File: src/design/jtsc_pkg.sv
package jtsc_pkg;

    // Field widths
    localparam int KIND_W   = 4;
    localparam int STATUS_W = 2;
    localparam int EVENT_W  = 4;
    localparam int ERROR_W  = 3;
    localparam int DEPTH_W  = 7;
    localparam int MASK_W   = 10;
    localparam int CTX_W    = 2;

    // Token kinds from the lexer
    localparam logic [KIND_W-1:0] KIND_END       = 4'd0;
    localparam logic [KIND_W-1:0] KIND_OBJ_OPEN  = 4'd1;
    localparam logic [KIND_W-1:0] KIND_OBJ_CLOSE = 4'd2;
    localparam logic [KIND_W-1:0] KIND_ARR_OPEN  = 4'd3;
    localparam logic [KIND_W-1:0] KIND_ARR_CLOSE = 4'd4;
    localparam logic [KIND_W-1:0] KIND_COLON     = 4'd5;
    localparam logic [KIND_W-1:0] KIND_COMMA     = 4'd6;
    localparam logic [KIND_W-1:0] KIND_STRING    = 4'd7;
    localparam logic [KIND_W-1:0] KIND_BOOL      = 4'd8;
    localparam logic [KIND_W-1:0] KIND_NUMBER    = 4'd9;
    localparam logic [KIND_W-1:0] KIND_NULL      = 4'd10;

    // Result status
    localparam logic [STATUS_W-1:0] STATUS_CONT     = 2'd0;
    localparam logic [STATUS_W-1:0] STATUS_COMPLETE = 2'd1;
    localparam logic [STATUS_W-1:0] STATUS_ERROR    = 2'd2;

    // Structural events
    localparam logic [EVENT_W-1:0] EV_NONE      = 4'd0;
    localparam logic [EVENT_W-1:0] EV_OBJ_OPEN  = 4'd1;
    localparam logic [EVENT_W-1:0] EV_ARR_OPEN  = 4'd2;
    localparam logic [EVENT_W-1:0] EV_KEY       = 4'd3;
    localparam logic [EVENT_W-1:0] EV_MEMBER    = 4'd4;
    localparam logic [EVENT_W-1:0] EV_ELEMENT   = 4'd5;
    localparam logic [EVENT_W-1:0] EV_OBJ_CLOSE = 4'd6;
    localparam logic [EVENT_W-1:0] EV_ARR_CLOSE = 4'd7;
    localparam logic [EVENT_W-1:0] EV_SEP       = 4'd8;
    localparam logic [EVENT_W-1:0] EV_END       = 4'd9;

    // Error kinds
    localparam logic [ERROR_W-1:0] ERR_NONE       = 3'd0;
    localparam logic [ERROR_W-1:0] ERR_UNEXPECTED = 3'd1;
    localparam logic [ERROR_W-1:0] ERR_INVALID    = 3'd2;
    localparam logic [ERROR_W-1:0] ERR_LEXEME     = 3'd3;
    localparam logic [ERROR_W-1:0] ERR_OVERFLOW   = 3'd4;

    // Context codes held in the stack cells
    localparam logic [CTX_W-1:0] CTX_NONE   = 2'd0;
    localparam logic [CTX_W-1:0] CTX_OBJECT = 2'd1;
    localparam logic [CTX_W-1:0] CTX_ARRAY  = 2'd2;
    localparam logic [CTX_W-1:0] CTX_KEY    = 2'd3;

    // Expected-token mask bits
    localparam logic [MASK_W-1:0] EX_OBJ_BEGIN = 10'h001;
    localparam logic [MASK_W-1:0] EX_OBJ_KEY   = 10'h002;
    localparam logic [MASK_W-1:0] EX_OBJ_VALUE = 10'h004;
    localparam logic [MASK_W-1:0] EX_OBJ_END   = 10'h008;
    localparam logic [MASK_W-1:0] EX_ARR_BEGIN = 10'h010;
    localparam logic [MASK_W-1:0] EX_ARR_VALUE = 10'h020;
    localparam logic [MASK_W-1:0] EX_ARR_END   = 10'h040;
    localparam logic [MASK_W-1:0] EX_COLON     = 10'h080;
    localparam logic [MASK_W-1:0] EX_COMMA     = 10'h100;
    localparam logic [MASK_W-1:0] EX_DOC_END   = 10'h200;

    localparam logic [MASK_W-1:0] MASK_RESTART = EX_OBJ_BEGIN | EX_ARR_BEGIN;

    // Configuration register addresses (byte)
    localparam logic [2:0] ADDR_MAX_DEPTH = 3'd0;
    localparam logic [DEPTH_W-1:0] MAX_DEPTH_RESET = 7'd64;

    typedef logic [CTX_W-1:0]  ctx_t;
    typedef logic [MASK_W-1:0] mask_t;

    typedef struct packed {
        logic [KIND_W-1:0] token_kind;
        logic              lexeme_ok;
    } tok_t;

    typedef struct packed {
        logic [STATUS_W-1:0] status;
        logic [EVENT_W-1:0]  event_res;
        logic [ERROR_W-1:0]  error_kind;
        logic [DEPTH_W-1:0]  depth;
    } res_t;

    // Shift command for the row of stack cells
    typedef struct packed {
        logic push;
        logic pop1;
        logic pop2;
        ctx_t push_ctx;
    } stack_op_t;

endpackage

File: src/design/jtsc_cell.sv
// One stack entry; shifts towards the bottom on push and towards the top on pop
module jtsc_cell (
    input  logic               clk,
    input  jtsc_pkg::stack_op_t op,
    input  jtsc_pkg::ctx_t     from_prev,
    input  jtsc_pkg::ctx_t     from_next,
    input  jtsc_pkg::ctx_t     from_next2,
    output jtsc_pkg::ctx_t     ctx
);

    jtsc_pkg::ctx_t ctx_reg;
    jtsc_pkg::ctx_t ctx_next;

    always_comb
    begin
        ctx_next = ctx_reg;
        if (op.push)
        begin
            ctx_next = from_prev;
        end
        else if (op.pop1)
        begin
            ctx_next = from_next;
        end
        else if (op.pop2)
        begin
            ctx_next = from_next2;
        end
    end

    always_ff @(posedge clk)
    begin
        ctx_reg <= ctx_next;
    end

    assign ctx = ctx_reg;

endmodule

File: src/design/jtsc_ctrl.sv
// Token decode: checks the token against the expected mask and the top of stack
module jtsc_ctrl #(
    parameter int STACK_DEPTH = 64,
    parameter int CW          = $clog2(STACK_DEPTH + 1)
) (
    input  logic                        fire,
    input  jtsc_pkg::tok_t              tok,
    input  jtsc_pkg::mask_t             mask,
    input  logic [CW-1:0]               count,
    input  jtsc_pkg::ctx_t              top0,
    input  jtsc_pkg::ctx_t              top1,
    input  logic [jtsc_pkg::DEPTH_W-1:0] max_depth,
    output jtsc_pkg::mask_t             mask_next,
    output logic [CW-1:0]               count_next,
    output jtsc_pkg::stack_op_t         op,
    output jtsc_pkg::res_t              result
);

    localparam int DW = (CW > jtsc_pkg::DEPTH_W) ? CW : jtsc_pkg::DEPTH_W;

    jtsc_pkg::ctx_t                  top_ctx;
    jtsc_pkg::ctx_t                  need_ctx;
    logic                            lim_hit;
    logic                            cnt_one;
    logic                            cnt_ge2;
    logic                            cnt_ge3;
    logic [DW-1:0]                   cnt_ext;
    logic [DW-1:0]                   cnt_out_ext;

    // Close outcome, shared by both close tokens
    logic                            cl_err;
    logic                            cl_pop1;
    logic                            cl_pop2;
    jtsc_pkg::mask_t                 cl_mask;

    logic [jtsc_pkg::ERROR_W-1:0]    err;
    logic [jtsc_pkg::STATUS_W-1:0]   st;
    logic [jtsc_pkg::EVENT_W-1:0]    ev;
    jtsc_pkg::mask_t                 m_n;
    logic [CW-1:0]                   c_n;
    logic                            push;
    logic                            pop1;
    logic                            pop2;
    jtsc_pkg::ctx_t                  pctx;

    assign cnt_ext = DW'(count);
    assign cnt_one = (count == CW'(1));
    assign cnt_ge2 = (count >= CW'(2));
    assign cnt_ge3 = (count >= CW'(3));
    assign top_ctx = (count == '0) ? jtsc_pkg::CTX_NONE : top0;

    // Limit is the smaller of max_depth and the stack size
    assign lim_hit = (cnt_ext >= DW'(max_depth)) || (count == CW'(STACK_DEPTH));

    assign need_ctx = (tok.token_kind == jtsc_pkg::KIND_OBJ_CLOSE) ?
                      jtsc_pkg::CTX_OBJECT : jtsc_pkg::CTX_ARRAY;

    // Close of the top context
    always_comb
    begin
        cl_err  = 1'b0;
        cl_pop1 = 1'b0;
        cl_pop2 = 1'b0;
        cl_mask = mask;
        if (top_ctx != need_ctx)
        begin
            cl_err = 1'b1;
        end
        else if (cnt_one)
        begin
            // outermost context stays on the stack, only the end may follow
            cl_mask = jtsc_pkg::EX_DOC_END;
        end
        else if (top1 == jtsc_pkg::CTX_KEY && cnt_ge3)
        begin
            cl_pop2 = 1'b1;
            cl_mask = jtsc_pkg::EX_COMMA | jtsc_pkg::EX_OBJ_END;
        end
        else if (top1 == jtsc_pkg::CTX_ARRAY)
        begin
            cl_pop1 = 1'b1;
            cl_mask = jtsc_pkg::EX_COMMA | jtsc_pkg::EX_ARR_END;
        end
        else
        begin
            cl_err = 1'b1;
        end
    end

    // Main decode
    always_comb
    begin
        err  = jtsc_pkg::ERR_NONE;
        st   = jtsc_pkg::STATUS_CONT;
        ev   = jtsc_pkg::EV_NONE;
        m_n  = mask;
        c_n  = count;
        push = 1'b0;
        pop1 = 1'b0;
        pop2 = 1'b0;
        pctx = jtsc_pkg::CTX_NONE;

        case (tok.token_kind) inside
            jtsc_pkg::KIND_END:
            begin
                if ((mask & jtsc_pkg::EX_DOC_END) != '0)
                begin
                    st = jtsc_pkg::STATUS_COMPLETE;
                    ev = jtsc_pkg::EV_END;
                end
                else
                begin
                    err = jtsc_pkg::ERR_UNEXPECTED;
                end
            end
            jtsc_pkg::KIND_OBJ_OPEN,
            jtsc_pkg::KIND_ARR_OPEN:
            begin
                if (tok.token_kind == jtsc_pkg::KIND_OBJ_OPEN &&
                    (mask & jtsc_pkg::EX_OBJ_BEGIN) == '0)
                begin
                    err = jtsc_pkg::ERR_UNEXPECTED;
                end
                else if (tok.token_kind == jtsc_pkg::KIND_ARR_OPEN &&
                         (mask & jtsc_pkg::EX_ARR_BEGIN) == '0)
                begin
                    err = jtsc_pkg::ERR_UNEXPECTED;
                end
                else if (lim_hit)
                begin
                    err = jtsc_pkg::ERR_OVERFLOW;
                end
                else if (tok.token_kind == jtsc_pkg::KIND_OBJ_OPEN)
                begin
                    push = 1'b1;
                    pctx = jtsc_pkg::CTX_OBJECT;
                    c_n  = count + CW'(1);
                    m_n  = jtsc_pkg::EX_OBJ_KEY | jtsc_pkg::EX_OBJ_END;
                    ev   = jtsc_pkg::EV_OBJ_OPEN;
                end
                else
                begin
                    push = 1'b1;
                    pctx = jtsc_pkg::CTX_ARRAY;
                    c_n  = count + CW'(1);
                    m_n  = jtsc_pkg::EX_ARR_VALUE | jtsc_pkg::EX_OBJ_BEGIN |
                           jtsc_pkg::EX_ARR_BEGIN | jtsc_pkg::EX_ARR_END;
                    ev   = jtsc_pkg::EV_ARR_OPEN;
                end
            end
            jtsc_pkg::KIND_OBJ_CLOSE,
            jtsc_pkg::KIND_ARR_CLOSE:
            begin
                if (tok.token_kind == jtsc_pkg::KIND_OBJ_CLOSE &&
                    (mask & jtsc_pkg::EX_OBJ_END) == '0)
                begin
                    err = jtsc_pkg::ERR_UNEXPECTED;
                end
                else if (tok.token_kind == jtsc_pkg::KIND_ARR_CLOSE &&
                         (mask & jtsc_pkg::EX_ARR_END) == '0)
                begin
                    err = jtsc_pkg::ERR_UNEXPECTED;
                end
                else if (cl_err)
                begin
                    err = jtsc_pkg::ERR_UNEXPECTED;
                end
                else
                begin
                    pop1 = cl_pop1;
                    pop2 = cl_pop2;
                    m_n  = cl_mask;
                    if (cl_pop2)
                    begin
                        c_n = count - CW'(2);
                    end
                    else if (cl_pop1)
                    begin
                        c_n = count - CW'(1);
                    end
                    ev = (tok.token_kind == jtsc_pkg::KIND_OBJ_CLOSE) ?
                         jtsc_pkg::EV_OBJ_CLOSE : jtsc_pkg::EV_ARR_CLOSE;
                end
            end
            jtsc_pkg::KIND_COLON:
            begin
                if ((mask & jtsc_pkg::EX_COLON) == '0)
                begin
                    err = jtsc_pkg::ERR_UNEXPECTED;
                end
                else
                begin
                    m_n = jtsc_pkg::EX_OBJ_BEGIN | jtsc_pkg::EX_ARR_BEGIN |
                          jtsc_pkg::EX_OBJ_VALUE;
                    ev  = jtsc_pkg::EV_SEP;
                end
            end
            jtsc_pkg::KIND_COMMA:
            begin
                if ((mask & jtsc_pkg::EX_COMMA) == '0)
                begin
                    err = jtsc_pkg::ERR_UNEXPECTED;
                end
                else
                begin
                    // a comma with neither close class pending leaves the mask as is
                    if ((mask & jtsc_pkg::EX_OBJ_END) != '0)
                    begin
                        m_n = jtsc_pkg::EX_OBJ_KEY;
                    end
                    else if ((mask & jtsc_pkg::EX_ARR_END) != '0)
                    begin
                        m_n = jtsc_pkg::EX_OBJ_BEGIN | jtsc_pkg::EX_ARR_BEGIN |
                              jtsc_pkg::EX_ARR_VALUE;
                    end
                    ev = jtsc_pkg::EV_SEP;
                end
            end
            [jtsc_pkg::KIND_STRING:jtsc_pkg::KIND_NULL]:
            begin
                if (tok.token_kind == jtsc_pkg::KIND_STRING &&
                    (mask & jtsc_pkg::EX_OBJ_KEY) != '0)
                begin
                    // member name
                    if (!tok.lexeme_ok)
                    begin
                        err = jtsc_pkg::ERR_LEXEME;
                    end
                    else if (lim_hit)
                    begin
                        err = jtsc_pkg::ERR_OVERFLOW;
                    end
                    else
                    begin
                        push = 1'b1;
                        pctx = jtsc_pkg::CTX_KEY;
                        c_n  = count + CW'(1);
                        m_n  = jtsc_pkg::EX_COLON;
                        ev   = jtsc_pkg::EV_KEY;
                    end
                end
                else if ((mask & jtsc_pkg::EX_OBJ_VALUE) != '0)
                begin
                    // member value closes the pending key
                    if (!cnt_ge2 || top_ctx != jtsc_pkg::CTX_KEY)
                    begin
                        err = jtsc_pkg::ERR_UNEXPECTED;
                    end
                    else if (!tok.lexeme_ok)
                    begin
                        err = jtsc_pkg::ERR_LEXEME;
                    end
                    else
                    begin
                        pop1 = 1'b1;
                        c_n  = count - CW'(1);
                        m_n  = jtsc_pkg::EX_COMMA | jtsc_pkg::EX_OBJ_END;
                        ev   = jtsc_pkg::EV_MEMBER;
                    end
                end
                else if ((mask & jtsc_pkg::EX_ARR_VALUE) != '0)
                begin
                    if (top_ctx != jtsc_pkg::CTX_ARRAY)
                    begin
                        err = jtsc_pkg::ERR_UNEXPECTED;
                    end
                    else if (!tok.lexeme_ok)
                    begin
                        err = jtsc_pkg::ERR_LEXEME;
                    end
                    else
                    begin
                        m_n = jtsc_pkg::EX_COMMA | jtsc_pkg::EX_ARR_END;
                        ev  = jtsc_pkg::EV_ELEMENT;
                    end
                end
                else
                begin
                    err = jtsc_pkg::ERR_UNEXPECTED;
                end
            end
            default:
            begin
                err = jtsc_pkg::ERR_INVALID;
            end
        endcase

        // Error or complete document: restart, stack contents are left as they are
        if (err != jtsc_pkg::ERR_NONE)
        begin
            st   = jtsc_pkg::STATUS_ERROR;
            ev   = jtsc_pkg::EV_NONE;
            m_n  = jtsc_pkg::MASK_RESTART;
            c_n  = '0;
            push = 1'b0;
            pop1 = 1'b0;
            pop2 = 1'b0;
        end
        else if (st == jtsc_pkg::STATUS_COMPLETE)
        begin
            m_n = jtsc_pkg::MASK_RESTART;
            c_n = '0;
        end
    end

    assign cnt_out_ext = DW'(c_n);

    assign mask_next  = m_n;
    assign count_next = c_n;

    assign op.push     = fire & push;
    assign op.pop1     = fire & pop1;
    assign op.pop2     = fire & pop2;
    assign op.push_ctx = pctx;

    assign result.status     = st;
    assign result.event_res  = ev;
    assign result.error_kind = err;
    assign result.depth      = cnt_out_ext[jtsc_pkg::DEPTH_W-1:0];

endmodule

File: src/design/json_token_structure_checker_unit.sv
// JSON token structure checker. Takes one lexed token per transaction on the tok channel
// and returns one result per token on the res channel: status, structural event, error
// kind and stack depth. A new token is taken in every cycle in which the output register
// is free or drained; its result is held in that register and appears in the cycle after
// acceptance. A token is still taken while that register holds a result if the result
// is taken in the same cycle. The open contexts live in a row of STACK_DEPTH shift cells
// whose top entry sits in the first cell; a push or a pop is one shift of the whole row.
// The stack needs no clearing after reset. max_depth is written through the APB port at
// byte address 0 and should only be changed while no token is in flight.
module json_token_structure_checker_unit #(
    parameter int STACK_DEPTH = 64
) (
    input  logic                  clk,
    input  logic                  rst_n,
    // token input
    input  logic                  tok_valid,
    output logic                  tok_ready,
    input  jtsc_pkg::tok_t        tok,
    // result output
    output logic                  res_valid,
    input  logic                  res_ready,
    output jtsc_pkg::res_t        res,
    // configuration
    input  logic                  psel,
    input  logic                  penable,
    input  logic                  pwrite,
    input  logic [2:0]            paddr,
    input  logic [31:0]           pwdata,
    output logic [31:0]           prdata,
    output logic                  pready
);

    localparam int CW = $clog2(STACK_DEPTH + 1);

    logic                          fire;
    jtsc_pkg::mask_t               mask_reg;
    jtsc_pkg::mask_t               mask_next;
    logic [CW-1:0]                 count_reg;
    logic [CW-1:0]                 count_next;
    logic [jtsc_pkg::DEPTH_W-1:0]  max_depth_reg;
    logic                          res_valid_reg;
    logic                          res_valid_next;
    jtsc_pkg::res_t                res_reg;
    jtsc_pkg::res_t                res_next;
    jtsc_pkg::stack_op_t           op;
    jtsc_pkg::ctx_t                ctx_w [0:STACK_DEPTH+1];

    // Handshake: accept whenever the output register is free or being drained
    assign tok_ready = !res_valid_reg || res_ready;
    assign fire      = tok_valid && tok_ready;

    // Decode
    jtsc_ctrl #(
        .STACK_DEPTH (STACK_DEPTH),
        .CW          (CW)
    ) u_ctrl (
        .fire       (fire),
        .tok        (tok),
        .mask       (mask_reg),
        .count      (count_reg),
        .top0       (ctx_w[0]),
        .top1       (ctx_w[1]),
        .max_depth  (max_depth_reg),
        .mask_next  (mask_next),
        .count_next (count_next),
        .op         (op),
        .result     (res_next)
    );

    // Context stack: row of shift cells, entries past the end read as empty
    assign ctx_w[STACK_DEPTH]     = jtsc_pkg::CTX_NONE;
    assign ctx_w[STACK_DEPTH + 1] = jtsc_pkg::CTX_NONE;

    for (genvar i = 0; i < STACK_DEPTH; i++)
    begin : g_cell
        if (i == 0)
        begin : g_head
            jtsc_cell u_cell (
                .clk        (clk),
                .op         (op),
                .from_prev  (op.push_ctx),
                .from_next  (ctx_w[i + 1]),
                .from_next2 (ctx_w[i + 2]),
                .ctx        (ctx_w[i])
            );
        end
        else
        begin : g_body
            jtsc_cell u_cell (
                .clk        (clk),
                .op         (op),
                .from_prev  (ctx_w[i - 1]),
                .from_next  (ctx_w[i + 1]),
                .from_next2 (ctx_w[i + 2]),
                .ctx        (ctx_w[i])
            );
        end
    end

    // Checker state
    always_ff @(posedge clk or negedge rst_n)
    begin
        if (!rst_n)
        begin
            mask_reg  <= jtsc_pkg::MASK_RESTART;
            count_reg <= '0;
        end
        else if (fire)
        begin
            mask_reg  <= mask_next;
            count_reg <= count_next;
        end
    end

    // Output register
    assign res_valid_next = fire || (res_valid_reg && !res_ready);

    always_ff @(posedge clk or negedge rst_n)
    begin
        if (!rst_n)
        begin
            res_valid_reg <= 1'b0;
        end
        else
        begin
            res_valid_reg <= res_valid_next;
        end
    end

    always_ff @(posedge clk)
    begin
        if (fire)
        begin
            res_reg <= res_next;
        end
    end

    assign res_valid = res_valid_reg;
    assign res       = res_reg;

    // Configuration port
    always_ff @(posedge clk or negedge rst_n)
    begin
        if (!rst_n)
        begin
            max_depth_reg <= jtsc_pkg::MAX_DEPTH_RESET;
        end
        else if (psel && penable && pwrite && paddr == jtsc_pkg::ADDR_MAX_DEPTH)
        begin
            max_depth_reg <= pwdata[jtsc_pkg::DEPTH_W-1:0];
        end
    end

    assign pready = 1'b1;
    assign prdata = (paddr == jtsc_pkg::ADDR_MAX_DEPTH) ?
                    {{(32 - jtsc_pkg::DEPTH_W){1'b0}}, max_depth_reg} : 32'd0;

endmodule

File: config.mk
export PLATFORM = sky130hd
export DESIGN_NAME = json_token_structure_checker_unit
export DESIGN_NICKNAME = d
export VERILOG_FILES = /design/src/design/jtsc_pkg.sv /design/src/design/jtsc_cell.sv /design/src/design/jtsc_ctrl.sv /design/src/design/json_token_structure_checker_unit.sv
export SDC_FILE = /design/constraint.sdc
export NUM_CORES = 1
export LEC_CHECK = 0
export BUFFER_PORTS_ARGS = -buffer_cell sky130_fd_sc_hd__buf_4
export CELL_PAD_IN_SITES_DETAIL_PLACEMENT = 1
export CELL_PAD_IN_SITES_GLOBAL_PLACEMENT = 1
export CORE_ASPECT_RATIO = 1.2
export CORE_MARGIN = 10
export CORE_UTILIZATION = 43
export DETAILED_ROUTE_END_ITERATION = 6
export PLACE_DENSITY = 0.74
export SYNTH_ARGS = -nofsm -noshare
export SYNTH_HDL_FRONTEND = slang
export SYNTH_SLANG_ARGS = --single-unit
File: constraint.sdc
create_clock -name clk -period 5.9 [get_ports clk]
set_input_delay 1.18 -clock clk [delete_from_list [all_inputs] [get_ports clk]]
set_output_delay 1.18 -clock clk [all_outputs]
set_load 0.01 [all_outputs]
==> flow_summary.yaml <==
yosys:
  ys_seq_area_share_pct: 48.3
  synth_area_um2: 10200
  async_flop_share_pct: 14.3
  synth_top_cell_area_share_pct: 42.4
  synth_area_leaders: "edfxtp_1 (42%), mux2i_1 (13%), nand2_1 (6.1%), o21ai_1 (5.7%), dfrtp_1 (5.4%)"
  ys_types: 74
  synth_area_per_cell_um2: 10.1
  synthCells: 1013
  yosysWarnings: 0
  synth.largest_area_cell: "edfxtp_1"
  synthFlopType: "edfxtp_1"
  synth_edf_count: 144
  synth-seq-cells: 168
setup_path:
  crit_path_end_kind: "flop"
  cp_num_cells: 11
  cp.required_ns: 6.03
  cp_common_cell: "inv_1"
  slowest_delay_ns: 0.65
  critical_path_class: "reg -> reg"
  rr_worst_depth: 11
  crit_path_start_kind: "flop"
  crit_buf_inv: 4
  path_cells: "inv_1 -> ha_1 -> inv_1 -> nor3_2 -> a2111oi_4 -> buf_4 -> and2_1 -> o21ai_4 -> buf_12 -> mux2i_1 -> o21ai_1"
  cp_top_family: "buffers and inverters"
  crit_fanout: 110
  cpMaxStageDelayCell: "o21ai_4"
  arrival_ns: 4.41
die:
  die-area_um2: 30300
  row_count: 61
  die_x_um: 161
  start_util_pct: 43.8
  ios: 98
  die_h_um: 189
  core_um2: 23300
global_routing:
  antenna_found_initial: 0
  grt_pass1_vias: 7706
  groute.usage.overall_pct: 16.1
  grt_max_degree: 254
  grt-ovfl-total: 0
  grt_pass1_wl_um: 40800
min_path:
  holdPathStages: 2
  hold_path.class: "reg -> reg"
route:
  viasPerCell: 5.62
  finalWirelength_um: 24600
  drt-initial-drc-count: 441
  wl_per_cell_um: 18.2
  postRouteAntennaNets: 0
  drc: 0
  dr.pass1.iters: 4
  vias: 7587
power:
  p_switching_mw: 0.849
  swShare_pct: 29.3
  power-per-cell-area_nw_per_um2: 258
  irDropWorstVdd_mv: 0.187
  combPwrFrac_pct: 14.7
  p_int_mw: 2.05
  pwr-share-seq_pct: 47.3
  p_leak_nw: 4.71
  clockPowerShare_pct: 38.0
  power_mw: 2.90
timing:
  hold_slack_ns: 0.529
  fin_crit_ns: 4.28
  rsz0062_at_grt: "false"
  fmax_ghz: 0.234
  setup-violations-final: 0
  hold_viol: 0
  fin_tns_setup_ns: 0
  post-route-period-util_pct: 72.6
  final-max-slew-violation-count: 0
  setup_slack_ns: 1.62
  finalClockSkew_ns: 0.0155
  worst-slew-pin-transition_ns: 1.02
  relSlewSlack_pct: 32.2
cells_and_area:
  diodes: 0
  utilization_pct: 48.3
  largest_reg_flops: 126
  filler_cell_count: 2594
  final_common_cell: "nand2_1"
  nets: 1085
  final_cell_area_um2: 11200
  syn_to_final_growth_pct: 10.1
  fin_cells: 1351
  drive_gt1_share_pct: 10.8
  layout_common_cells: "nand2_1 (164), edfxtp_1 (144), mux2i_1 (129)"
cts:
  clk_path_buf_depth: 2
  post_cts_buffers: 0
  cts_tree: "done"
  clkLatencyLatePin_ns: 0.43
  numCtsBuffers: 17
  cts.clk_slew.worst_paths_ns: 0.07
  holdBufCountCts: 0
  root_buffer: "clkbuf_16"
  cts_resized: 0
  cts.htree.levels: 4
  cts.sinks: 168
run_status:
  outcome: "finished, final reports clean"
place:
  gp_congestion: 0.933
  dpl.cell_count: 1319
  io_buffers: 46
  hpwl_um: 16400
  dpl-instance-area_um2: 10700
  place_ws_ns: 1.35
job:
  cap_violations: 0
per-layer routing:
layer  share of wire, %  GRT usage, %
met1                 44          20.2
met2                 50          27.2
met3                3.6          2.97
met4                2.0          5.13
met5                  0             0
worst paths after layout:
| kind | startpoint | end | slack (ns) |
|---|---|---|---|
| setup / recovery | count_reg[1] | g_cell[29].g_body.u_cell.ctx[0] | 1.62 |
| hold / removal | mask_reg[5] | mask_reg[5] | 0.53 |
| setup reg to reg | count_reg[1] | g_cell[29].g_body.u_cell.ctx[0] | 1.62 |
| hold reg to reg | mask_reg[5] | mask_reg[5] | 0.53 |
| max in group asynchronous | rst_n | mask_reg[4] | 4.94 |
| min in group asynchronous | rst_n | max_depth_reg[3] | 0.66 |
worst reg2reg max path: stages (launching register included):
cell,delay [ns]
dfrtp_1,0.53
inv_1,0.30
ha_1,0.36
inv_1,0.16
nor3_2,0.50
a2111oi_4,0.05
buf_4,0.19
and2_1,0.16
o21ai_4,0.65
buf_12,0.66
mux2i_1,0.34
o21ai_1,0.11
final cells by class:
cell class	count	area, um2	area share [%]
Clock inverter	15	155	1.38
Timing Repair Buffer	62	515	4.59
Clock buffer	17	425	3.78
Tap cell	315	394	3.51
Sequential cell	168	4930	43.8
Inverter	22	82.6	0.735
Multi-Input combinational cell	752	4740	42.2
Yosys cell counts (20+ instances only):
library cell,instances
nand2_1,165
nand3_1,21
edfxtp_1,144
nor3_1,25
dfrtp_1,22
clkbuf_1,40
o21ai_1,117
o21ai_0,38
a21oi_1,20
mux2i_1,129
inv_1,22
nor2_1,33
buf_4,26
logic make-up after synthesis:
family,after synthesis,synth area share [%]
compound gates,255,15.4
xor+xnor,4,0.343
fa+ha+maj,15,1.84
buf+inv,117,6.48
flops,168,48.3
mux,134,13.2
other cells,2,0.0736
simple gates,318,14.4
power groups by stage:
stage,Clock (mW),Combinational (mW),Sequential [mW]
2_1_floorplan,0,0.303,1.39
3_3_place_gp,0,0.414,1.40
3_5_place_dp,0,0.421,1.40
4_1_cts,1.13,0.425,1.37
5_1_grt,1.18,0.473,1.38
6_report,1.10,0.426,1.37
Power figures use the tool's default switching activity.
